<file path="config.mk">
export PLATFORM = sky130hd
export DESIGN_NAME = ref_clock_convergence_loop_flat
export DESIGN_NICKNAME = d
export VERILOG_FILES = /design/src/rccl_pkg.sv /design/src/rccl_if.sv /design/src/rccl_muldiv.sv /design/src/ref_clock_convergence_loop.sv /design/src/flat_wrapper.sv
export SDC_FILE = /design/constraint.sdc
export NUM_CORES = 1
export LEC_CHECK = 0
export BUFFER_PORTS_ARGS = -buffer_cell sky130_fd_sc_hd__clkbuf_2
export CELL_PAD_IN_SITES_DETAIL_PLACEMENT = 0
export CELL_PAD_IN_SITES_GLOBAL_PLACEMENT = 1
export CORE_AREA = 2 2 284 174
export DETAILED_ROUTE_END_ITERATION = 10
export DIE_AREA = 0 0 286 176
export HOLD_SLACK_MARGIN = 0.02
export PLACE_DENSITY = 0.75
export SYNTH_ARGS = -nofsm -noshare
export SYNTH_HDL_FRONTEND = slang
export SYNTH_HIERARCHICAL = 1
export SYNTH_SLANG_ARGS = --single-unit
export TNS_END_PERCENT = 30
</file>
<file path="constraint.sdc">
create_clock -name clk_i -period 9.17 [get_ports clk_i]
set_input_delay 1.834 -clock clk_i [delete_from_list [all_inputs] [get_ports clk_i]]
set_output_delay 1.834 -clock clk_i [all_outputs]
set_load 0.1 [all_outputs]
</file>
<file path="src/rccl_pkg.sv">
// ----------------------------------------------------------------------------
// rccl_pkg: shared types and constants of the reference clock estimator
// Field widths, limits of the estimate, result status codes and the state
// types of the controller and the serial multiply/divide unit.
// ----------------------------------------------------------------------------
package rccl_pkg;

  // Field widths
  localparam int unsigned RefW   = 29;
  localparam int unsigned MeasW  = 32;
  localparam int unsigned TgtW   = 24;
  localparam int unsigned IterW  = 4;
  localparam int unsigned ProdW  = RefW + MeasW;
  localparam int unsigned CntW   = $clog2(ProdW);

  // Estimate limits and run settings
  localparam logic [RefW-1:0]  StartEstimate = RefW'(100000000);
  localparam logic [MeasW-1:0] MinEstimate   = MeasW'(1000000);
  localparam logic [MeasW-1:0] MaxEstimate   = MeasW'(400000000);
  localparam logic [TgtW-1:0]  TargetReset   = TgtW'(115200);
  localparam logic [IterW-1:0] MaxIterations = IterW'(12);

  // Convergence test: diff * 200 <= target only for diff below 2^17
  localparam int unsigned DiffW = 17;

  typedef enum logic [1:0] {
    ST_CONTINUE  = 2'd0,
    ST_CONVERGED = 2'd1,
    ST_FAILED    = 2'd2,
    ST_LIMIT     = 2'd3
  } status_e;

  typedef enum logic [2:0] {
    S_IDLE,
    S_DIFF,
    S_CHECK,
    S_RUN,
    S_FINAL
  } state_e;

  typedef enum logic [1:0] {
    MD_IDLE,
    MD_MUL,
    MD_DIV
  } md_phase_e;

  // Result of the serial multiply/divide unit
  typedef struct packed {
    logic             done;
    logic             ovf;
    logic [MeasW-1:0] quot;
  } md_res_t;

endpackage

</file>
<file path="src/rccl_if.sv">
// ----------------------------------------------------------------------------
// rccl_meas_if / rccl_res_if: request channels of the estimator
// Valid/ready channels carrying one measurement or one result per request.
// ----------------------------------------------------------------------------
interface rccl_meas_if;
  logic                        valid;
  logic                        ready;
  logic [rccl_pkg::MeasW-1:0]  measured_baud;

  modport source (output valid, output measured_baud, input ready);
  modport sink   (input valid, input measured_baud, output ready);
endinterface

interface rccl_res_if;
  logic                        valid;
  logic                        ready;
  logic [rccl_pkg::RefW-1:0]   ref_clock_hz;
  logic [rccl_pkg::IterW-1:0]  iteration;
  logic [1:0]                  status;

  modport source (output valid, output ref_clock_hz, output iteration, output status,
                  input ready);
  modport sink   (input valid, input ref_clock_hz, input iteration, input status,
                  output ready);
endinterface

</file>
<file path="src/rccl_muldiv.sv">
// ----------------------------------------------------------------------------
// rccl_muldiv: bit-serial estimate * measurement / target
// Shift-add multiply, one measurement bit per cycle, then restoring division
// of the 61-bit product, one quotient bit per cycle, in the same register.
// ----------------------------------------------------------------------------
module rccl_muldiv (
  input  logic                       clk_i,
  input  logic                       rst_ni,
  input  logic                       start_i,
  input  logic [rccl_pkg::RefW-1:0]  est_i,
  input  logic [rccl_pkg::MeasW-1:0] meas_i,
  input  logic [rccl_pkg::TgtW-1:0]  target_i,
  output rccl_pkg::md_res_t          res_o
);
  import rccl_pkg::*;

  localparam logic [CntW-1:0] MulLast = CntW'(MeasW - 1);
  localparam logic [CntW-1:0] DivLast = CntW'(ProdW - 1);

  md_phase_e         phase_q, phase_d;
  logic [CntW-1:0]   cnt_q, cnt_d;
  logic [ProdW-1:0]  p_q, p_d;
  logic [TgtW-1:0]   r_q, r_d;
  logic              done_q, done_d;

  logic [RefW:0]     mul_sum;
  logic [TgtW+1:0]   div_trial;
  logic              div_geq;

  // Next phase
  always_comb begin
    phase_d = phase_q;
    unique case (phase_q)
      MD_IDLE: if (start_i) phase_d = MD_MUL;
      MD_MUL:  if (cnt_q == '0) phase_d = MD_DIV;
      MD_DIV:  if (cnt_q == '0) phase_d = MD_IDLE;
      default: phase_d = MD_IDLE;
    endcase
  end

  // Datapath: one product bit or one quotient bit per cycle
  always_comb begin
    mul_sum   = {1'b0, p_q[ProdW-1:MeasW]} + (p_q[0] ? {1'b0, est_i} : '0);
    div_trial = {1'b0, r_q, p_q[ProdW-1]} - {2'b00, target_i};
    div_geq   = ~div_trial[TgtW+1];
    p_d       = p_q;
    r_d       = r_q;
    cnt_d     = cnt_q;
    done_d    = 1'b0;
    unique case (phase_q)
      MD_IDLE: begin
        if (start_i) begin
          p_d   = {{RefW{1'b0}}, meas_i};
          r_d   = '0;
          cnt_d = MulLast;
        end
      end
      MD_MUL: begin
        p_d   = {mul_sum, p_q[MeasW-1:1]};
        cnt_d = (cnt_q == '0) ? DivLast : cnt_q - 1'b1;
      end
      MD_DIV: begin
        p_d    = {p_q[ProdW-2:0], div_geq};
        r_d    = div_geq ? div_trial[TgtW-1:0] : {r_q[TgtW-2:0], p_q[ProdW-1]};
        cnt_d  = cnt_q - 1'b1;
        done_d = (cnt_q == '0);
      end
      default: ;
    endcase
  end

  always_ff @(posedge clk_i or negedge rst_ni) begin
    if (!rst_ni) begin
      phase_q <= MD_IDLE;
      cnt_q   <= '0;
      done_q  <= 1'b0;
    end else begin
      phase_q <= phase_d;
      cnt_q   <= cnt_d;
      done_q  <= done_d;
    end
  end

  always_ff @(posedge clk_i) begin
    p_q <= p_d;
    r_q <= r_d;
  end

  // Quotient wider than 32 bits is flagged
  assign res_o.done = done_q;
  assign res_o.ovf  = |p_q[ProdW-1:MeasW];
  assign res_o.quot = p_q[MeasW-1:0];

  a_done_idle: assert property (@(posedge clk_i) disable iff (!rst_ni)
    done_q |-> phase_q == MD_IDLE)
    else $error("muldiv done while busy");
  a_mul_to_div: assert property (@(posedge clk_i) disable iff (!rst_ni)
    (phase_q == MD_MUL && cnt_q == '0) |=> phase_q == MD_DIV && cnt_q == DivLast)
    else $error("multiply did not hand over to divide");
  a_div_done: assert property (@(posedge clk_i) disable iff (!rst_ni)
    (phase_q == MD_DIV && cnt_q == '0) |=> done_q)
    else $error("divide end without done");

endmodule

</file>
<file path="src/ref_clock_convergence_loop.sv">
// ----------------------------------------------------------------------------
// ref_clock_convergence_loop: closed-loop reference clock estimator
// Takes baud rates measured at the current estimate and either ends the run
// (converged, failed, iteration limit) or rescales the estimate by
// measured/target and asks for another measurement.
//
//   channel      dir  signals                                   
//   meas_i       in   valid, ready, measured_baud[31:0]
//   result_o     out  valid, ready, ref_clock_hz[28:0], iteration[3:0], status[1:0]
//   cfg          in   cfg_we_i, cfg_wdata_i[23:0] (target baud)
//
// A request that ends early (zero input or converged) passes the idle, diff,
// check and final states to the result register; a rescale also passes the run
// state: 32 multiply and 61 divide steps in the serial unit, one bit per cycle.
// One measurement is in work at a time; a new one is taken as soon as the
// previous result sits in the output register. A stalled result holds the
// block in its final state only when the output register is still full.
// Reset is asynchronous and needs no clearing pass.
// ----------------------------------------------------------------------------
module ref_clock_convergence_loop (
  input  logic                      clk_i,
  input  logic                      rst_ni,
  input  logic                      cfg_we_i,
  input  logic [rccl_pkg::TgtW-1:0] cfg_wdata_i,
  rccl_meas_if.sink                 meas_i,
  rccl_res_if.source                result_o
);
  import rccl_pkg::*;

  state_e            state_q, state_d;
  logic [TgtW-1:0]   target_q;
  logic [MeasW-1:0]  meas_q;
  logic [MeasW-1:0]  diff_q;
  logic [RefW-1:0]   est_q;
  logic [IterW-1:0]  iter_q;
  status_e           pend_status_q;
  logic [RefW-1:0]   pend_ref_q;

  logic              res_valid_q;
  logic [RefW-1:0]   res_ref_q;
  logic [IterW-1:0]  res_iter_q;
  status_e           res_status_q;

  logic              meas_take;
  logic              md_start;
  logic              res_load;
  logic              slot_free;
  logic              early_end;
  status_e           early_status;
  logic [IterW-1:0]  iter_next;
  logic              diff_small;
  logic [TgtW:0]     diff_x200;
  logic              quot_bad;
  status_e           run_status;
  md_res_t           md_res;

  rccl_muldiv u_muldiv (
    .clk_i    (clk_i),
    .rst_ni   (rst_ni),
    .start_i  (md_start),
    .est_i    (est_q),
    .meas_i   (meas_q),
    .target_i (target_q),
    .res_o    (md_res)
  );

  // Decisions on the current request
  always_comb begin
    iter_next  = iter_q + 1'b1;
    diff_small = (diff_q[MeasW-1:DiffW] == '0);
    diff_x200  = {1'b0, diff_q[DiffW-1:0], 7'b0} + {2'b0, diff_q[DiffW-1:0], 6'b0}
               + {5'b0, diff_q[DiffW-1:0], 3'b0};
    early_end    = 1'b1;
    early_status = ST_FAILED;
    if (target_q == '0 || meas_q == '0) begin
      early_status = ST_FAILED;
    end else if (diff_small && diff_x200 <= {1'b0, target_q}) begin
      early_status = ST_CONVERGED;
    end else begin
      early_end = 1'b0;
    end
    quot_bad = md_res.ovf || md_res.quot < MinEstimate || md_res.quot > MaxEstimate;
    if (quot_bad) begin
      run_status = ST_FAILED;
    end else if (iter_next >= MaxIterations) begin
      run_status = ST_LIMIT;
    end else begin
      run_status = ST_CONTINUE;
    end
  end

  assign slot_free = !res_valid_q || result_o.ready;

  // Next state
  always_comb begin
    state_d = state_q;
    unique case (state_q)
      S_IDLE:  if (meas_i.valid) state_d = S_DIFF;
      S_DIFF:  state_d = S_CHECK;
      S_CHECK: state_d = early_end ? S_FINAL : S_RUN;
      S_RUN:   if (md_res.done) state_d = S_FINAL;
      S_FINAL: if (slot_free) state_d = S_IDLE;
      default: state_d = S_IDLE;
    endcase
  end

  // Control outputs
  always_comb begin
    meas_take = 1'b0;
    md_start  = 1'b0;
    res_load  = 1'b0;
    unique case (state_q)
      S_IDLE:  meas_take = 1'b1;
      S_CHECK: md_start  = !early_end;
      S_FINAL: res_load  = slot_free;
      default: ;
    endcase
  end

  assign meas_i.ready = meas_take;

  // Control and run state
  always_ff @(posedge clk_i or negedge rst_ni) begin
    if (!rst_ni) begin
      state_q     <= S_IDLE;
      target_q    <= TargetReset;
      est_q       <= StartEstimate;
      iter_q      <= '0;
      res_valid_q <= 1'b0;
    end else begin
      state_q <= state_d;
      if (cfg_we_i) begin
        target_q <= cfg_wdata_i;
      end
      if (res_load) begin
        res_valid_q <= 1'b1;
      end else if (result_o.ready) begin
        res_valid_q <= 1'b0;
      end
      // Advance the run, or restart it after any end
      if (res_load) begin
        if (pend_status_q == ST_CONTINUE) begin
          est_q  <= pend_ref_q;
          iter_q <= iter_next;
        end else begin
          est_q  <= StartEstimate;
          iter_q <= '0;
        end
      end
    end
  end

  // Payload registers
  always_ff @(posedge clk_i) begin
    if (meas_take && meas_i.valid) begin
      meas_q <= meas_i.measured_baud;
    end
    if (state_q == S_DIFF) begin
      diff_q <= (meas_q > {8'b0, target_q}) ? meas_q - {8'b0, target_q}
                                             : {8'b0, target_q} - meas_q;
    end
    if (state_q == S_CHECK && early_end) begin
      pend_status_q <= early_status;
      pend_ref_q    <= (early_status == ST_CONVERGED) ? est_q : '0;
    end
    if (state_q == S_RUN && md_res.done) begin
      pend_status_q <= run_status;
      pend_ref_q    <= quot_bad ? '0 : md_res.quot[RefW-1:0];
    end
    if (res_load) begin
      res_ref_q    <= pend_ref_q;
      res_iter_q   <= iter_next;
      res_status_q <= pend_status_q;
    end
  end

  assign result_o.valid        = res_valid_q;
  assign result_o.ref_clock_hz = res_ref_q;
  assign result_o.iteration    = res_iter_q;
  assign result_o.status       = res_status_q;

  a_done_in_run: assert property (@(posedge clk_i) disable iff (!rst_ni)
    md_res.done |-> state_q == S_RUN)
    else $error("multiply/divide result outside run state");
  a_est_update: assert property (@(posedge clk_i) disable iff (!rst_ni)
    (res_load && pend_status_q == ST_CONTINUE) |=> est_q == res_ref_q)
    else $error("estimate not advanced to the continued result");
  a_fail_zero: assert property (@(posedge clk_i) disable iff (!rst_ni)
    (res_valid_q && res_status_q == ST_FAILED) |-> res_ref_q == '0)
    else $error("failed result carries an estimate");
  a_iter_bound: assert property (@(posedge clk_i) disable iff (!rst_ni)
    iter_q < MaxIterations)
    else $error("iteration count past the limit");

endmodule

</file>
<file path="src/flat_wrapper.sv">
// flat-port wrapper written by rule: the top's interface ports become plain ports
module ref_clock_convergence_loop_flat import rccl_pkg::*;
  (clk_i, rst_ni, cfg_we_i, cfg_wdata_i, meas_i_valid, meas_i_measured_baud, meas_i_ready, result_o_valid, result_o_ref_clock_hz, result_o_iteration, result_o_status, result_o_ready);
  rccl_meas_if meas_i_i ();
  rccl_res_if result_o_i ();
  input  logic clk_i;
  input  logic rst_ni;
  input  logic cfg_we_i;
  input  logic [rccl_pkg::TgtW-1:0] cfg_wdata_i;
  input wire logic [$bits(meas_i_i.valid)-1:0] meas_i_valid;
  input wire logic [$bits(meas_i_i.measured_baud)-1:0] meas_i_measured_baud;
  output wire logic [$bits(meas_i_i.ready)-1:0] meas_i_ready;
  output wire logic [$bits(result_o_i.valid)-1:0] result_o_valid;
  output wire logic [$bits(result_o_i.ref_clock_hz)-1:0] result_o_ref_clock_hz;
  output wire logic [$bits(result_o_i.iteration)-1:0] result_o_iteration;
  output wire logic [$bits(result_o_i.status)-1:0] result_o_status;
  input wire logic [$bits(result_o_i.ready)-1:0] result_o_ready;
  assign meas_i_i.valid = meas_i_valid;
  assign meas_i_i.measured_baud = meas_i_measured_baud;
  assign meas_i_ready = meas_i_i.ready;
  assign result_o_valid = result_o_i.valid;
  assign result_o_ref_clock_hz = result_o_i.ref_clock_hz;
  assign result_o_iteration = result_o_i.iteration;
  assign result_o_status = result_o_i.status;
  assign result_o_i.ready = result_o_ready;
  ref_clock_convergence_loop u_core (.clk_i(clk_i), .rst_ni(rst_ni), .cfg_we_i(cfg_we_i), .cfg_wdata_i(cfg_wdata_i), .meas_i(meas_i_i), .result_o(result_o_i));
endmodule
</file>
# Word-level counts from Yosys, hierarchy flattened
# Cells that the tools add are included.
[totals]
output_inout_bits = 37
reg_bits = 285
[op_classes]
magnitude_cmp = 5
n_bitwise = 1
n_mux = 39
n_eq_ne = 13
reduce_logical = 26
addsub = 8
[ops]
columns = ["op", "n"]
rows = [
  ["61-bit case mux with 3 select lines", 1],
  ["29-bit 2-to-1 mux", 6],
  ["61-bit 2-to-1 mux", 1],
  ["24-bit 2-to-1 mux", 2],
  ["24-bit case mux with 2 select lines", 1],
  ["32-bit by 24-bit > comparator with 1-bit output", 1],
  ["32-bit by 29-bit > comparator with 1-bit output (second input constant)", 1],
  ["32-bit zero test", 1],
  ["32-bit by 20-bit < comparator with 1-bit output (second input constant)", 1],
  ["32-bit 2-to-1 mux", 1],
  ["24-bit by 32-bit subtractor with 32-bit output", 1],
  ["32-bit by 24-bit subtractor with 32-bit output", 1],
  ["29-bit by 29-bit adder with 30-bit output", 1],
  ["29-bit OR reduction", 1],
  ["25-bit by 24-bit subtractor with 26-bit output", 1],
  ["24-bit by 23-bit adder with 25-bit output", 1],
  ["25-bit by 20-bit adder with 25-bit output", 1],
  ["25-bit by 24-bit less-or-equal comparator with 1-bit output", 1],
  ["24-bit zero test", 1],
  ["2-bit 2-to-1 mux", 9],
  ["6-bit case mux with 3 select lines", 1],
  ["15-bit zero test", 1],
  ["3-bit case mux with 5 select lines", 1],
  ["3-bit 2-to-1 mux", 4],
  ["25 further kinds", 51],
]

# Longest topological paths before layout
[depth]
word_depth = 10
ltp_mapped = 29

# Hierarchy
# Netlist, hierarchy kept.
[modules_own_cells]
columns = ["mod", "area_per_inst_um2", "n_inst", "cells_each"]
rows = [
  ["ref_clock_convergence_loop", 11322.1, 1, 1044],
  ["rccl_muldiv", 7557.2, 1, 836],
]

# Least setup slack after synthesis
# Ideal clock, no wire load.
[synth_path]
path_kind = "register -> register"
from = "register u_core.diff_q[4]"
to = "register u_core.u_muldiv.p_q[0] (enable)"
path_buffers = 1
arrival_ns = 6.204
setup_ns = 0.448
t_required_ns = 8.722
path_stages_with_launch = 27
setup_slack_ns = 2.517
path_cell_list = "edfxtp_1 -> inv_1 -> fa_1 -> inv_1 -> ha_1 -> inv_1 -> fa_1 -> nor2b_1 -> o21ai_0 -> a21boi_0 -> o221ai_1 -> a21oi_1 -> o21ai_0 -> a21oi_1 -> o41ai_1 -> xnor2_1 -> ha_1 -> nand3_1 -> o21ai_0 -> nor2_1 -> a41oi_1 -> o41a_1 -> o21ai_0 -> nor2_1 -> nor2b_1 -> nor2_1 -> clkbuf_1"
[synth_between]
elab_chain_cells = 10
[synth_lines]
columns = ["element", "line", "text"]
rows = [
  ["start, declared", "ref_clock_convergence_loop.sv:33", "logic [MeasW-1:0] diff_q;"],
  ["start signal, assigned", "ref_clock_convergence_loop.sv:159", "diff_q <= (meas_q > {8'b0, target_q}) ? meas_q - {8'b0, target_q}"],
  ["24-bit by 23-bit adder with 25-bit output", "ref_clock_convergence_loop.sv:71", "diff_x200 = {1'b0, diff_q[DiffW-1:0], 7'b0} + {2'b0, diff_q[DiffW-1:0], 6'b0}"],
  ["25-bit by 20-bit adder with 25-bit output (*)", "ref_clock_convergence_loop.sv:72", "+ {5'b0, diff_q[DiffW-1:0], 3'b0};"],
  ["25-bit by 24-bit less-or-equal comparator with 1-bit output (*)", "ref_clock_convergence_loop.sv:77", "end else if (diff_small && diff_x200 <= {1'b0, target_q}) begin"],
  ["1-bit logical AND (*)", "ref_clock_convergence_loop.sv:77", ""],
  ["1-bit 2-to-1 mux (*)", "ref_clock_convergence_loop.sv:77", ""],
  ["1-bit 2-to-1 mux (*)", "ref_clock_convergence_loop.sv:75", "if (target_q == '0 || meas_q == '0) begin"],
  ["1-bit zero test (*)", "ref_clock_convergence_loop.sv:114", "S_CHECK: md_start = !early_end;"],
  ["1-bit 2-to-1 mux (*)", "ref_clock_convergence_loop.sv:112", "unique case (state_q)"],
  ["named net u_core.md_start", "ref_clock_convergence_loop.sv:45", "logic md_start;"],
  ["2-bit by 1-bit != test with 1-bit output (no line) (*)", "-", ""],
  ["2-bit AND reduction (no line) (*)", "-", ""],
  ["end signal, assigned", "rccl_muldiv.sv:85", "p_q <= p_d;"],
  ["end, declared", "rccl_muldiv.sv:22", "logic [ProdW-1:0] p_q, p_d;"],
]
# The timed path passes the listed nets; every way through them passes the cells marked *.
# A chain may end at the register's enable or synchronous reset.

# Worst setup path after layout
[layout_path]
from = "register u_core.diff_q[4]"
to = "register u_core.u_muldiv.p_q[25] (enable)"
# Same word-level chain as after synthesis.

==> run_results.csv <==
group,metric,value,unit
worst_hold_path,holdCritStartpoint,"u_core/pend_ref_q[11]$_DFFE_PP_",
setup_path,end_kind,"flip-flop",
grt,antenna_found_initial,0,
setup_path,reg2reg_from,"u_core/diff_q[4]$_DFFE_PN_",
cts,cts_tree,"yes",
grt,busiest_layer,"met1",
floorplanning,core-area,0.0475,mm2
grt,use_met3,4.38,%
drt,drt_iter0_markers,1762,
cts,clock_latency,0.59,ns
cells_and_area,num_antenna_cells,0,
floorplanning,io_pins,98,
drt,routed_wl,56700,um
drt,postRouteAntennaNets,0,
sta,slew-limit-headroom,17.3,%
cts,postCtsSetupBuffers,0,
drt,vias,14900,
logic_synthesis,synth.area.top_cells,"edfxtp_1 34%, ha_1 9.9%, dfrtp_1 7.2%",
logic_synthesis,synth_seq_cells,285,
setup_path,reg2reg_depth,26,
floorplanning,start_util,39.8,%
logic_synthesis,syn_nets,2109,
logic_synthesis,postSynthAreaPerCell,10.0,um2
pwr,p_per_area,285,mW/mm2
grt,grt_pass1_wl,85900,um
floorplanning,placementRows,62,
logic_synthesis,synthFlopType,"edfxtp_1",
grt,grt_util_all_layers,22.2,%
pwr,peakVddDrop,0.000171,V
floorplanning,dieArea,0.0503,mm2
sta,tightest_slew,1.23,ns
cts,cts.path.max_buffers,3,
grt,grt_use_met1,36.5,%
cells_and_area,fillers,4556,
place,io_buffer_count,97,
sta,final_hold_viol_count,0,
cells_and_area,final_cell_area,0.0207,mm2
cells_and_area,nets,2145,
cells_and_area,drive_gt1_share,10.9,%
cts,numCtsBuffers,30,
job,drv_cap,0,
drt,via_per_inst,5.79,
floorplanning,fp.dieW,286,um
worst_hold_path,hold_depth,0,
cells_and_area,area_growth,9.79,%
logic_synthesis,yosysSeqAreaShare,43.6,%
setup_path,required,9.43,ns
sta,clock_skew,0.0261,ns
sta,slew_viol_final,0,
run_status,status,"completed",
worst_hold_path,min_path_type,"reg2reg",
cts,cts_num_sinks,285,
logic_synthesis,synthCells,1880,
cts,path_clk_slew,0.07,ns
cts,cts_root_buf,"clkbuf_16",
drt,wire_per_inst,22.0,um
setup_path,cp.arrival,7.31,ns
drt,drc,0,
grt,grt_max_degree,75,
logic_synthesis,synth_top_cell_area_share,34.2,%
cts,cts-resized-gates,0,
place,place_area,0.0197,mm2
sta,tns,0,ns
place,dp_hpwl,43500,um
place,gp_congestion,0.964,
logic_synthesis,synth_top_area_cell,"edfxtp_1",
grt,first_global_vias,13800,
setup_path,cp-startpoint,"u_core/diff_q[4]$_DFFE_PN_",
drt,dr.pass1.iters,5,
grt,grt_overflow,0,
logic_synthesis,synthArstFlopShare,24.6,%
sta,fin_crit_sh,76.9,%
logic_synthesis,synth_area,0.0189,mm2
sta,setup_viol,0,
cts,ctsHoldBuffers,0,
sta,rsz0062_at_grt,"false",
floorplanning,die_height,176,um
setup_path,path_class,"reg2reg",
cts,htreeDepth,1,
sta,fmax,142,MHz
sta,period_needed,7.05,ns
logic_synthesis,synth_edf_count,215,
logic_synthesis,synth_warnings,6,
grt,met2_usage,29.4,%
pwr,cellLeakagePower,8.23,nW
setup_path,crit_path_start_kind,"flip-flop",
setup_path,crit_fanout,36,
logic_synthesis,synth_cell_types,80,
## cells in the mapped netlist (20+ instances only)
cell,instances
nor2_1,134
nand2_1,133
xnor2_1,49
clkbuf_1,57
ha_1,150
edfxtp_1,215
buf_4,33
nand4_1,26
nand3_1,26
nand2b_1,20
mux2i_1,32
nor2b_1,31
a21o_1,33
a21oi_1,154
nor3_1,27
and2_1,42
xor2_1,34
nor4_1,29
dfrtp_1,54
a22o_1,53
a22oi_1,40
inv_1,121
o21ai_0,127
## layout by cell type (no fill, tap or decap), types with 7 or more instances in the layout
master	netlist	routed
o22a_1	12	12
edfxtp_1	215	215
a31oi_1	17	16
nand3_1	26	26
nand4_1	26	26
or3_1	9	9
or4_1	8	8
a211o_1	9	9
clkbuf_16	0	30
and2_1	42	41
a22o_1	53	53
a21o_1	33	33
a22oi_1	40	40
buf_4	33	17
ha_1	150	148
nand2_1	133	133
nor4_1	29	29
xor2_1	34	34
o211ai_1	9	9
mux2i_1	32	32
dfstp_2	16	16
nor2b_1	31	31
o21ai_0	127	127
dfrtp_1	54	54
a21oi_1	154	154
a211oi_1	7	7
inv_1	121	120
clkbuf_2	0	96
xnor2_1	49	49
fa_1	18	18
nor2_1	134	132
clkinv_2	0	7
o31ai_1	9	9
nor3_1	27	26
nand2b_1	20	20
o21bai_1	16	16
o21a_1	18	18
## where the power goes
group / switching (mW) / internal, mW
Combinational: 1.52 / 0.991
Clock: 0.539 / 0.733
Sequential: 0.351 / 1.77
## final timing paths
kind / end / slack (ns)
max reg2reg: u_core/u_muldiv/p_q[25]$_DFFE_PP_ / 2.12
max: u_core/u_muldiv/p_q[25]$_DFFE_PP_ / 2.12
min in group asynchronous: u_core/target_q[11]$_DFFE_PN0P_ / 1.16
max in group asynchronous: u_core/target_q[4]$_DFFE_PN0P_ / 6.90
min reg2reg: u_core/result_o.ref_clock_hz[11]$_DFFE_PP_ / 0.46
min: u_core/result_o.ref_clock_hz[11]$_DFFE_PP_ / 0.46
## registers in the layout, indices dropped and copies added (netlist names), 6 cells and up
register	cells
u_core/u_muldiv/p_q	61
u_core/meas_q	32
u_core/target_q	24
u_core/est_q	29
u_core/u_muldiv/cnt_q	6
u_core/u_muldiv/r_q	24
u_core/result_o.ref_clock_hz	29
u_core/diff_q	32
u_core/pend_ref_q	29
## final cells by class
cell class	count	area (um2)	area share (%)
timing repair buffer	113	608	2.93
clock inverter	18	218	1.05
tap	640	801	3.86
inverter	121	454	2.19
clock buffer	37	797	3.85
multi-input combinational	1365	9620	46.4
sequential	285	8230	39.7
## routing by layer
layer	vias to the layer above	routed length [um]	part of all wire, %
met5	-	0	0
met4	0	989	1.7
met3	56	5150	9.1
met2	574	21900	39
met1	7332	28700	51
li1	6979	-	-
## through the flow
step	instances	utilization (%)	power (mW)	hold WS [ns]	setup slack, ns
global placement	2524	41.5	4.54	0.436	2.46
finish	2579	43.7	5.91	0.457	2.12
floorplan	1880	-	3.97	0.427	2.52
detailed placement	2524	41.5	4.59	0.441	2.21
global route	2579	43.7	6.30	0.465	1.69
CTS	2579	43.7	5.89	0.454	2.19
## critical path: stages (launching register included)
cell      delay, ns
edfxtp_1       0.46
inv_1          0.11
fa_1           0.40
inv_1          0.07
ha_1           0.16
inv_1          0.05
fa_1           0.40
nor2b_1        0.11
o21ai_0        0.09
a21boi_0       0.39
o221ai_1       0.26
a21oi_1        0.24
o21ai_0        0.18
a21oi_1        0.23
o41ai_1        0.10
xnor2_1        0.14
ha_1           0.31
nand3_1        0.13
o21ai_0        0.43
nor2_1         0.10
a41oi_1        0.19
o41a_1         0.28
o21ai_0        0.22
nor2_1         0.28
nor2b_1        0.14
nor2_4         0.76
buf_4          0.44
## kinds of logic after synthesis
| group | after synthesis | synth area share, % |
|---|---|---|
| AO/OA/AOI/OAI | 569 | 20.0 |
| AND/OR/NAND/NOR | 509 | 13.2 |
| flip-flops | 285 | 43.6 |
| buffers and inverters | 230 | 5.66 |
| adder cells (fa/ha/maj) | 168 | 11.8 |
| XOR/XNOR | 83 | 3.85 |
| multiplexers | 36 | 1.94 |
(Power assumes the default switching activity.)
